File: src/sv/pwl_pkg.sv
// ---------------------------------------------------------------------------
// pwl_pkg: shared types and constants of the piecewise-linear lookup
// Field widths, status and function codes, and the default table depth.
// ---------------------------------------------------------------------------
package pwl_pkg;

	localparam int MAX_POINTS_DEF = 8;

	localparam int TEMP_W = 15;
	localparam int RES_W  = 32;
	localparam int CNT_W  = 4;
	localparam int IDX_W  = 3;
	localparam int STAT_W = 2;

	typedef logic signed [TEMP_W-1:0] temp_t;
	typedef logic [RES_W-1:0]         res_t;
	typedef logic [STAT_W-1:0]        status_t;

	localparam logic FUNC_WRITE = 1'b0;
	localparam logic FUNC_QUERY = 1'b1;

	localparam status_t ST_OK         = 2'd0;
	localparam status_t ST_TOO_FEW    = 2'd1;
	localparam status_t ST_CLAMP_ZERO = 2'd2;
	localparam status_t ST_CLAMP_MAX  = 2'd3;

endpackage

File: src/sv/pwl_ram.sv
// ---------------------------------------------------------------------------
// pwl_ram: generic single-port-write, single-port-read memory
// One write and one registered read per cycle; contents not reset.
// ---------------------------------------------------------------------------
module pwl_ram #(
	parameter int WIDTH = 8,
	parameter int DEPTH = 8,
	parameter int AW    = (DEPTH > 1) ? $clog2(DEPTH) : 1
) (
	input  logic             clk,
	input  logic             we,
	input  logic [AW-1:0]    waddr,
	input  logic [WIDTH-1:0] wdata,
	input  logic [AW-1:0]    raddr,
	output logic [WIDTH-1:0] rdata
);

	logic [WIDTH-1:0] mem [DEPTH];

	always_ff @(posedge clk) begin
		if (we) begin
			mem[waddr] <= wdata;
		end
		rdata <= mem[raddr];
	end

endmodule

File: src/sv/piecewise_linear_resistance_lookup_top.sv
// ---------------------------------------------------------------------------
// piecewise_linear_resistance_lookup_top: temperature to resistance lookup
// Table of (temperature, resistance) points; queries interpolate linearly
// between the bracketing pair, extrapolate at the ends, and saturate.
// ---------------------------------------------------------------------------
//
//   channel  handshake            payload
//   in       in_valid/in_ready    func, point_index, point/query temperature, point_resistance
//   out      out_valid/out_ready  resistance, status
//   cfg      cfg_valid/cfg_ready  cfg_data (points in use)
//
// Writes and too-few queries go straight to the finish state. A query scans one
// slot per cycle, multiplies once, then divides one quotient bit per cycle for a
// 48-bit quotient on a shared 17-bit subtractor, then rounds, adds and saturates;
// the divide and round are skipped when the chosen pair has equal temperatures.
// in_ready is high only in idle; a stalled output word holds up only the next
// result. cfg is always ready; arst_n clears control state, the table has no reset.
// ---------------------------------------------------------------------------
module piecewise_linear_resistance_lookup_top #(
	parameter int MAX_POINTS = pwl_pkg::MAX_POINTS_DEF
) (
	input  logic                    clk,
	input  logic                    arst_n,
	input  logic                    in_valid,
	output logic                    in_ready,
	input  logic                    func,
	input  logic [pwl_pkg::IDX_W-1:0] point_index,
	input  pwl_pkg::temp_t          point_temperature,
	input  pwl_pkg::res_t           point_resistance,
	input  pwl_pkg::temp_t          query_temperature,
	output logic                    out_valid,
	input  logic                    out_ready,
	output pwl_pkg::res_t           resistance,
	output pwl_pkg::status_t        status,
	input  logic                    cfg_valid,
	output logic                    cfg_ready,
	input  logic [pwl_pkg::CNT_W-1:0] cfg_data
);
	import pwl_pkg::*;

	localparam int AW   = (MAX_POINTS > 1) ? $clog2(MAX_POINTS) : 1;
	localparam int EW   = TEMP_W + RES_W;
	localparam int MAGW = 48;
	localparam int DCW  = 6;

	localparam logic [3:0] S_IDLE   = 4'd0;
	localparam logic [3:0] S_LD0    = 4'd1;
	localparam logic [3:0] S_LD1    = 4'd2;
	localparam logic [3:0] S_SCAN   = 4'd3;
	localparam logic [3:0] S_MUL    = 4'd4;
	localparam logic [3:0] S_PREP   = 4'd5;
	localparam logic [3:0] S_DIV    = 4'd6;
	localparam logic [3:0] S_ROUND  = 4'd7;
	localparam logic [3:0] S_ADD    = 4'd8;
	localparam logic [3:0] S_SAT    = 4'd9;
	localparam logic [3:0] S_FINISH = 4'd10;

	logic [3:0]       state_q;
	logic [CNT_W-1:0] npts_q;
	logic [CNT_W-1:0] n_eff;
	logic             in_acc;
	logic             out_free;

	// table memory
	logic          ram_we;
	logic [AW-1:0] ram_waddr;
	logic [AW-1:0] addr_q;
	logic [EW-1:0] ram_rdata;
	temp_t         rd_t;
	res_t          rd_r;

	// scan state
	temp_t            t_q;
	logic [CNT_W-1:0] hi_q;
	temp_t            lo_t_q;
	temp_t            hi_t_q;
	res_t             lo_r_q;
	res_t             hi_r_q;
	logic             stop_w;

	// arithmetic
	logic signed [15:0] dx_w;
	logic signed [15:0] dt_w;
	logic signed [32:0] dy_w;
	logic signed [48:0] prod_w;
	logic signed [48:0] prod_q;
	logic signed [15:0] dx_q;
	logic signed [48:0] pabs_w;
	logic signed [15:0] dxn_w;
	logic               neg_q;
	logic [15:0]        dxabs_q;
	logic [MAGW-1:0]    quo_q;
	logic [15:0]        rem_q;
	logic [DCW-1:0]     cnt_q;
	logic [16:0]        part_w;
	logic [16:0]        diff_w;
	logic               ge_w;
	logic               rnd_w;
	logic [MAGW-1:0]    q_q;
	logic signed [49:0] qs_w;
	logic signed [49:0] sum_q;

	// pending result
	res_t    res_q;
	status_t stat_q;
	res_t    out_res_q;
	status_t out_stat_q;
	logic    out_valid_q;

	assign n_eff     = (int'(npts_q) > MAX_POINTS) ? CNT_W'(MAX_POINTS) : npts_q;
	assign in_ready  = (state_q == S_IDLE);
	assign in_acc    = in_valid && in_ready;
	assign cfg_ready = 1'b1;
	assign out_free  = !out_valid_q || out_ready;

	assign out_valid  = out_valid_q;
	assign resistance = out_res_q;
	assign status     = out_stat_q;

	assign ram_we    = in_acc && (func == FUNC_WRITE) && (int'(point_index) < MAX_POINTS);
	assign ram_waddr = AW'(point_index);

	pwl_ram #(
		.WIDTH(EW),
		.DEPTH(MAX_POINTS)
	) u_table (
		.clk  (clk),
		.we   (ram_we),
		.waddr(ram_waddr),
		.wdata({point_temperature, point_resistance}),
		.raddr(addr_q),
		.rdata(ram_rdata)
	);

	assign rd_t = temp_t'(ram_rdata[EW-1:RES_W]);
	assign rd_r = ram_rdata[RES_W-1:0];

	// equality counts as bracketing; two points above the target also stop
	assign stop_w = (lo_t_q <= t_q && t_q <= rd_t) || (t_q < lo_t_q && t_q < rd_t)
		|| ({1'b0, hi_q} + 5'd1 >= {1'b0, n_eff});

	assign dx_w   = 16'(hi_t_q) - 16'(lo_t_q);
	assign dt_w   = 16'(t_q) - 16'(lo_t_q);
	assign dy_w   = $signed({1'b0, hi_r_q}) - $signed({1'b0, lo_r_q});
	assign prod_w = dt_w * dy_w;

	assign pabs_w = prod_q[48] ? -prod_q : prod_q;
	assign dxn_w  = dx_q[15] ? -dx_q : dx_q;

	// shared restoring divide step
	assign part_w = {rem_q, quo_q[MAGW-1]};
	assign diff_w = part_w - {1'b0, dxabs_q};
	assign ge_w   = part_w >= {1'b0, dxabs_q};
	assign rnd_w  = {rem_q, 1'b0} >= {1'b0, dxabs_q};

	assign qs_w = neg_q ? -$signed({2'b00, q_q}) : $signed({2'b00, q_q});

	always_ff @(posedge clk or negedge arst_n) begin
		if (!arst_n) begin
			npts_q <= '0;
		end else if (cfg_valid && cfg_ready) begin
			npts_q <= cfg_data;
		end
	end

	always_ff @(posedge clk or negedge arst_n) begin
		if (!arst_n) begin
			state_q <= S_IDLE;
			addr_q  <= '0;
			hi_q    <= '0;
			cnt_q   <= '0;
		end else begin
			case (state_q)
				S_IDLE: begin
					if (in_acc) begin
						addr_q <= '0;
						hi_q   <= CNT_W'(1);
						if (func == FUNC_WRITE || n_eff < CNT_W'(2)) begin
							state_q <= S_FINISH;
						end else begin
							state_q <= S_LD0;
						end
					end
				end
				S_LD0: begin
					addr_q  <= addr_q + AW'(1);
					state_q <= S_LD1;
				end
				S_LD1: begin
					addr_q  <= addr_q + AW'(1);
					state_q <= S_SCAN;
				end
				S_SCAN: begin
					if (stop_w) begin
						state_q <= S_MUL;
					end else begin
						addr_q <= addr_q + AW'(1);
						hi_q   <= hi_q + CNT_W'(1);
					end
				end
				S_MUL: begin
					state_q <= S_PREP;
				end
				S_PREP: begin
					cnt_q <= DCW'(MAGW - 1);
					if (dx_q == 16'sd0) begin
						state_q <= S_ADD;
					end else begin
						state_q <= S_DIV;
					end
				end
				S_DIV: begin
					cnt_q <= cnt_q - DCW'(1);
					if (cnt_q == '0) begin
						state_q <= S_ROUND;
					end
				end
				S_ROUND: begin
					state_q <= S_ADD;
				end
				S_ADD: begin
					state_q <= S_SAT;
				end
				S_SAT: begin
					state_q <= S_FINISH;
				end
				S_FINISH: begin
					if (out_free) begin
						state_q <= S_IDLE;
					end
				end
				default: begin
					state_q <= S_IDLE;
				end
			endcase
		end
	end

	// datapath registers, no reset
	always_ff @(posedge clk) begin
		case (state_q)
			S_IDLE: begin
				t_q    <= query_temperature;
				res_q  <= '0;
				stat_q <= (func == FUNC_QUERY) ? ST_TOO_FEW : ST_OK;
			end
			S_LD1: begin
				lo_t_q <= rd_t;
				lo_r_q <= rd_r;
			end
			S_SCAN: begin
				if (stop_w) begin
					hi_t_q <= rd_t;
					hi_r_q <= rd_r;
				end else begin
					lo_t_q <= rd_t;
					lo_r_q <= rd_r;
				end
			end
			S_MUL: begin
				prod_q <= prod_w;
				dx_q   <= dx_w;
			end
			S_PREP: begin
				neg_q   <= prod_q[48] ^ dx_q[15];
				dxabs_q <= dxn_w;
				quo_q   <= pabs_w[MAGW-1:0];
				rem_q   <= '0;
				q_q     <= '0;
			end
			S_DIV: begin
				rem_q <= ge_w ? diff_w[15:0] : part_w[15:0];
				quo_q <= {quo_q[MAGW-2:0], ge_w};
			end
			S_ROUND: begin
				q_q <= quo_q + MAGW'(rnd_w);
			end
			S_ADD: begin
				sum_q <= $signed({18'd0, lo_r_q}) + qs_w;
			end
			S_SAT: begin
				if (sum_q < 50'sd0) begin
					res_q  <= '0;
					stat_q <= ST_CLAMP_ZERO;
				end else if (sum_q[49:RES_W] != '0) begin
					res_q  <= '1;
					stat_q <= ST_CLAMP_MAX;
				end else begin
					res_q  <= sum_q[RES_W-1:0];
					stat_q <= ST_OK;
				end
			end
			default: begin
			end
		endcase
	end

	always_ff @(posedge clk or negedge arst_n) begin
		if (!arst_n) begin
			out_valid_q <= 1'b0;
		end else if (state_q == S_FINISH && out_free) begin
			out_valid_q <= 1'b1;
		end else if (out_ready) begin
			out_valid_q <= 1'b0;
		end
	end

	always_ff @(posedge clk) begin
		if (state_q == S_FINISH && out_free) begin
			out_res_q  <= res_q;
			out_stat_q <= stat_q;
		end
	end

endmodule

File: config.mk
export PLATFORM = sky130hd
export DESIGN_NAME = piecewise_linear_resistance_lookup_top
export DESIGN_NICKNAME = d
export VERILOG_FILES = /design/src/sv/pwl_pkg.sv /design/src/sv/pwl_ram.sv /design/src/sv/piecewise_linear_resistance_lookup_top.sv
export SDC_FILE = /design/constraint.sdc
export NUM_CORES = 2
export LEC_CHECK = 0
export BUFFER_PORTS_ARGS = -buffer_cell sky130_fd_sc_hd__buf_2
export CAP_MARGIN = 20
export CORE_ASPECT_RATIO = 1.1
export CORE_UTILIZATION = 60
export CTS_BUF_LIST = sky130_fd_sc_hd__clkbuf_2 sky130_fd_sc_hd__clkbuf_4 sky130_fd_sc_hd__clkbuf_8
export CTS_CLUSTER_SIZE = 14
export DETAILED_ROUTE_END_ITERATION = 6
export PLACE_DENSITY_LB_ADDON = 0.25
export SLEW_MARGIN = 5
export SYNTH_ARGS = -nofsm -noshare
export SYNTH_HDL_FRONTEND = slang
export SYNTH_SLANG_ARGS = --single-unit
File: constraint.sdc
create_clock -name clk -period 14.1 [get_ports clk]
set_input_delay 1.41 -clock clk [delete_from_list [all_inputs] [get_ports clk]]
set_output_delay 1.41 -clock clk [all_outputs]
set_load 0.02 [all_outputs]
# [Word-level counts from Yosys, hierarchy flattened]
# Memory sizes are Yosys's and may differ from the RTL's. A register that Yosys moved wholly into a read port is not among the register bits.
# Cells that the tools add are included.
[op_classes] addsub=13 mul=1 n_lt_le_gt_ge=10 n_eq_ne=15 muxes=37 bitwise_logic=2 reduce_logical=27
[op_table] cell="case mux 48 bit (2 select lines)" count=2
[op_table] cell="case mux 32 bit (2 select lines)" count=2
[op_table] cell="two-way mux 32 bit" count=3
[op_table] cell="adder 33 x 50 -> 50 bit" count=1
[op_table] cell="less-than comparator 50 x 1 -> 1 bit, second input constant" count=1
[op_table] cell="two-way mux 50 bit" count=1
[op_table] cell="negator 48 -> 50 bit" count=1
[op_table] cell="multiplier 16 x 33 -> 49 bit" count=1
[op_table] cell="adder 48 x 1 -> 48 bit" count=1
[op_table] cell="two-way mux 48 bit" count=1
[op_table] cell="negator 48 bit" count=1
[op_table] cell="case mux 4 bit (11 select lines)" count=1
[op_table] cell="two-way mux 4 bit" count=9
[op_table] cell=">= comparator 17 x 16 -> 1 bit" count=2
[op_table] cell="subtractor 32 x 32 -> 33 bit" count=1
[op_table] cell="case mux 16 bit (2 select lines)" count=1
[op_table] cell="subtractor 15 x 15 -> 16 bit" count=2
[op_table] cell="less-or-equal comparator 15 bit" count=2
[op_table] cell="less-than comparator 15 bit" count=2
[op_table] cell="two-way mux 15 bit" count=2
[op_table] cell="case mux 15 bit (2 select lines)" count=1
[op_table] cell="nonzero test 18 bit" count=1
[op_table] cell="== test 4 x 3 -> 1 bit, second input constant" count=4
[op_table] cell="zero test 16 bit" count=1
[op_table] cell="other kinds (35)" count=61
[totals] register_bits=443 ram_bits=376 in_bits=75 out_inout_bits=37 word_cells=130 memories=1
[mem_list] name="u_table.mem" words=8 width=47 read_ports=1 rd_clocked_by_memory_dff=1 wr=1 line="pwl_ram.sv:18" text="logic [WIDTH-1:0] mem [DEPTH];"

# [Longest topological paths before layout]
[logic_depth] depth_word=7 depth_mapped=36 depth_no_buf=35

# [Hierarchy]
# From an unflattened synthesis, not the netlist that was laid out.
[hier_totals] hier_cells=4871 hier_area_um2=57614.0
[modules_own_cells] module="piecewise_linear_resistance_lookup_top" n_inst=1 cells_each=4268 area_each_um2=42514.5 seq_area_each_um2=13192.7
[modules_own_cells] module="pwl_ram" n_inst=1 cells_each=603 area_each_um2=15099.5 seq_area_each_um2=12231.7

# [Least setup slack after synthesis]
# Ideal clock, no wire load.
[synth_timing] path_kind="reg2reg" startpoint="reg t_q[2]" endpoint="reg prod_q[47], data pin" setup_time_ns=0.258 arrival_time_ns=8.648 required_ns=13.842 slack_ns=5.194 stages_incl_launch_ff=31 n_path_buf=1 synth_period_minus_slack_ns=8.906 path_cell_list="edfxtp_1 ha_1 nor2b_1 o21ai_0 a21boi_1 o21ai_0 a21oi_1 a221oi_1 nor4bb_1 a211oi_1 clkbuf_1 nor2_1 fa_1 fa_1 fa_1 fa_1 fa_1 inv_1 fa_1 inv_1 ha_1 a21o_1 a21o_1 a221oi_1 o21ai_0 a21oi_1 o211ai_1 a221oi_1 o21a_1 a21bo_2 xnor2_1"
[synth_between] elab_chain_len=2
[synth_lines] element="start: declaration" line="piecewise_linear_resistance_lookup_top.sv:73" text="temp_t t_q;"
[synth_lines] element="start signal: assignment" line="piecewise_linear_resistance_lookup_top.sv:243" text="t_q <= query_temperature;"
[synth_lines] element="subtractor 15 x 15 -> 16 bit" line="piecewise_linear_resistance_lookup_top.sv:143" text="assign dt_w = 16'(t_q) - 16'(lo_t_q);"
[synth_lines] element="multiplier 16 x 33 -> 49 bit" line="piecewise_linear_resistance_lookup_top.sv:145" text="assign prod_w = dt_w * dy_w;"
[synth_lines] element="net prod_w[47]" line="piecewise_linear_resistance_lookup_top.sv:85" text="logic signed [48:0] prod_w;"
[synth_lines] element="end signal: assignment" line="piecewise_linear_resistance_lookup_top.sv:261" text="prod_q <= prod_w;"
[synth_lines] element="end: declaration" line="piecewise_linear_resistance_lookup_top.sv:86" text="logic signed [48:0] prod_q;"
# The timed path passes the listed nets, and every way through them passes these cells.
# A chain may end at the register's enable or synchronous reset.

# [Worst setup path after layout]
[layout_timing] startpoint="reg lo_r_q[0]" endpoint="reg prod_q[43], data pin"
[layout_between] elab_chain_len=2
[layout_lines] element="start: declaration" line="piecewise_linear_resistance_lookup_top.sv:77" text="res_t lo_r_q;"
[layout_lines] element="start signal: assignment" line="piecewise_linear_resistance_lookup_top.sv:249" text="lo_r_q <= rd_r;"
[layout_lines] element="start signal: assignment" line="piecewise_linear_resistance_lookup_top.sv:257" text="lo_r_q <= rd_r;"
[layout_lines] element="subtractor 32 x 32 -> 33 bit" line="piecewise_linear_resistance_lookup_top.sv:144" text="assign dy_w = $signed({1'b0, hi_r_q}) - $signed({1'b0, lo_r_q});"
[layout_lines] element="multiplier 16 x 33 -> 49 bit" line="piecewise_linear_resistance_lookup_top.sv:145"
[layout_lines] element="net prod_w[43]" line="piecewise_linear_resistance_lookup_top.sv:85"
# The timed path passes the listed nets, and every way through them passes these cells.

==> impl_metrics.env <==
export IMPL_status="finished, final reports clean"
export IMPL_layout_common_cells="edfxtp_1 (797), inv_1 (739), fa_1 (505)"
export IMPL_h_tree_depth=4
export IMPL_cp_num_buf_inv=5
export IMPL_rows=119
export IMPL_critical_path_top_delay_family="adder cells"
export IMPL_grt_overflow_total=0
export IMPL_tightest_slew_ps=1240
export IMPL_ctsLongestPathBuffers=3
export IMPL_drv_slew=0
export IMPL_critical_path_max_fanout=10
export IMPL_max_stage_delay_ps=910
export IMPL_grt_usage_pct=27.9
export IMPL_ys_types=87
export IMPL_n_fill_cell=7192
export IMPL_yosysSeqAreaShare_pct=43.6
export IMPL_drive_above_1_share_pct=11.9
export IMPL_cts_sinks=866
export IMPL_num_io_pins=112
export IMPL_die_h_um=329
export IMPL_drt_initial_drc_count=2983
export IMPL_cts_tree="yes"
export IMPL_fin_tns_setup_ps=0
export IMPL_first_global_vias=39000
export IMPL_antenna_found_initial=10
export IMPL_drtAntennaViolNets=0
export IMPL_nets=5972
export IMPL_fp_coreArea_um2=96000
export IMPL_clkLatencyLatePin_ps=840
export IMPL_place_gp_congestion=0.957
export IMPL_die_area_um2=98400
export IMPL_slowest_stage="xor2_1"
export IMPL_avgViaCountPerCell=5.76
export IMPL_rrSetupSlack_ps=3800
export IMPL_wirelength_mm=132
export IMPL_grt_max_degree=100
export IMPL_final_common_cell="edfxtp_1"
export IMPL_areaGrowthSynthToFinish_pct=8.59
export IMPL_cts_root_buf="clkbuf_8"
export IMPL_syn_nets=5830
export IMPL_synth_area_um2=58300
export IMPL_cp_required_ps=14640
export IMPL_yosys_warnings=0
export IMPL_drc=0
export IMPL_synth_edff_count=797
export IMPL_fin_util_pct=65.9
export IMPL_avgRoutedWirePerCell_um=20.3
export IMPL_route_met2_wl_mm=63.5
export IMPL_synth_seq_cells=866
export IMPL_grt_pass1_wl_mm=211
export IMPL_initial_core_util_pct=60.7
export IMPL_crit_top_cell="fa_1"
export IMPL_wl_met3_mm=12.2
export IMPL_fin_worst_skew_ps=76.2
export IMPL_rsz0062_at_grt="no"
export IMPL_ys_async_sr_fraction_pct=2.54
export IMPL_max_cap_violations=0
export IMPL_wl_met1_mm=52.4
export IMPL_ctsResizeCount=0
export IMPL_hpwl_mm=99.7
export IMPL_slew_headroom_pct=16.5
export IMPL_first_pass_iters=6
export IMPL_hp_class="flop to flop"
export IMPL_worst_ep_arrival_time_ps=10840
export IMPL_top_layer="met5"
export IMPL_cts_setup_buffers=0
export IMPL_period_needed_ps=10300
export IMPL_avgSynthCellArea_um2=11.7
export IMPL_postCtsHoldBufs=0
export IMPL_syn_inst=4996
export IMPL_die_w_um=299
export IMPL_io_buffer_count=110
export IMPL_cp_start_kind="flop"
export IMPL_critical_path_class="flop to flop"
export IMPL_setup_viol=0
export IMPL_vias=37600
export IMPL_hold_viol_final=0
export IMPL_synthFlopType="edfxtp_1"
export IMPL_period_share_pct=73.0
export IMPL_fmax_mhz=97.1
export IMPL_clk_pin_slew_ps=60
export IMPL_numCtsBuffers=137
export IMPL_cp_end_kind="flop"
-- per-stage QoR --
step | cells | cell area [um^2] | setup slack (ps) | hold WS (ps)
6_report | 6521 | 63300 | 3800 | 389
5_1_grt | 6517 | 63300 | 3090 | 400
3_3_place_gp | 6263 | 60500 | 3930 | 401
4_1_cts | 6510 | 63200 | 3760 | 384
2_1_floorplan | 4996 | 58300 | 5190 | 400
3_5_place_dp | 6265 | 60500 | 3780 | 405
-- final timing paths --
check	from	endpoint	cells past startpoint
min in group asynchronous	arst_n	hi_q[0]	1
worst max-delay path	lo_r_q[0]	prod_q[43]	34
max in group asynchronous	arst_n	addr_q[0]	1
worst min-delay path	u_table.rdata[14]	hi_r_q[14]	0
worst max register to register	lo_r_q[0]	prod_q[43]	34
worst min register to register	u_table.rdata[14]	hi_r_q[14]	0
-- logic make-up after synthesis --
kind of cell / Yosys count / synth area share [%]
compound gates: 670 / 7.38
xor+xnor: 310 / 4.68
fa+ha+maj: 759 / 22.8
buf+inv: 913 / 5.90
flops: 866 / 43.6
mux: 181 / 5.24
other cells: 1 / 0.00643
simple gates: 1296 / 10.4
-- sequential cells by signal, summed over array words and instances (netlist names), 3 cells and up --
| name | cells |
|---|---|
| hi_t_q | 15 |
| t_q | 15 |
| lo_t_q | 15 |
| prod_q | 49 |
| u_table.mem | 376 |
| npts_q | 4 |
| rem_q | 16 |
| dxabs_q | 16 |
| sum_q | 50 |
| addr_q | 3 |
| resistance | 32 |
| q_q | 48 |
| quo_q | 48 |
| lo_r_q | 32 |
| u_table.rdata | 47 |
| dx_q | 16 |
| res_q | 32 |
| cnt_q | 6 |
| hi_q | 4 |
| state_q | 4 |
| hi_r_q | 32 |
-- cell usage after synthesis, types with 25 or more instances --
| master | n | area share [%] |
|---|---|---|
| a21o_1 | 64 | 0.82 |
| a21oi_1 | 150 | 1.3 |
| and3_1 | 27 | 0.29 |
| clkbuf_1 | 157 | 1.0 |
| dfxtp_1 | 47 | 1.6 |
| edfxtp_1 | 797 | 41 |
| fa_1 | 505 | 17 |
| ha_1 | 254 | 5.5 |
| inv_1 | 740 | 4.8 |
| mux2_2 | 55 | 1.1 |
| mux2i_1 | 32 | 0.55 |
| mux4_2 | 94 | 3.6 |
| nand2_1 | 446 | 2.9 |
| nand2b_1 | 62 | 0.67 |
| nand3_1 | 88 | 0.76 |
| nor2_1 | 359 | 2.3 |
| nor2b_1 | 50 | 0.54 |
| nor3_1 | 67 | 0.58 |
| o21a_1 | 52 | 0.67 |
| o21ai_0 | 166 | 1.4 |
| o21bai_1 | 25 | 0.32 |
| o31ai_1 | 42 | 0.54 |
| or3_1 | 50 | 0.54 |
| xnor2_1 | 173 | 2.6 |
| xor2_1 | 135 | 2.0 |
-- per-layer routing --
layer,vias up,global-route usage [%]
li1,17300,-
met1,18600,35.0
met2,1334,46.3
met3,289,8.17
met4,8,9.88
met5,-,0
-- cell type report --
| class | instances | area, um^2 | share of cell area, % |
|---|---|---|---|
| antenna | 7 | 17.5 | 0.0277 |
| clock buffer | 199 | 2380 | 3.75 |
| clock inverter | 46 | 389 | 0.615 |
| inverter | 741 | 2780 | 4.39 |
| multi-input combinational | 3217 | 29700 | 46.9 |
| sequential | 866 | 25400 | 40.2 |
| tap | 1270 | 1590 | 2.51 |
| timing repair buffer | 175 | 1060 | 1.67 |
Power is left out: the tool's default activity adds up to more than one toggle a clock period on the data nets, which glitch-free logic cannot reach.
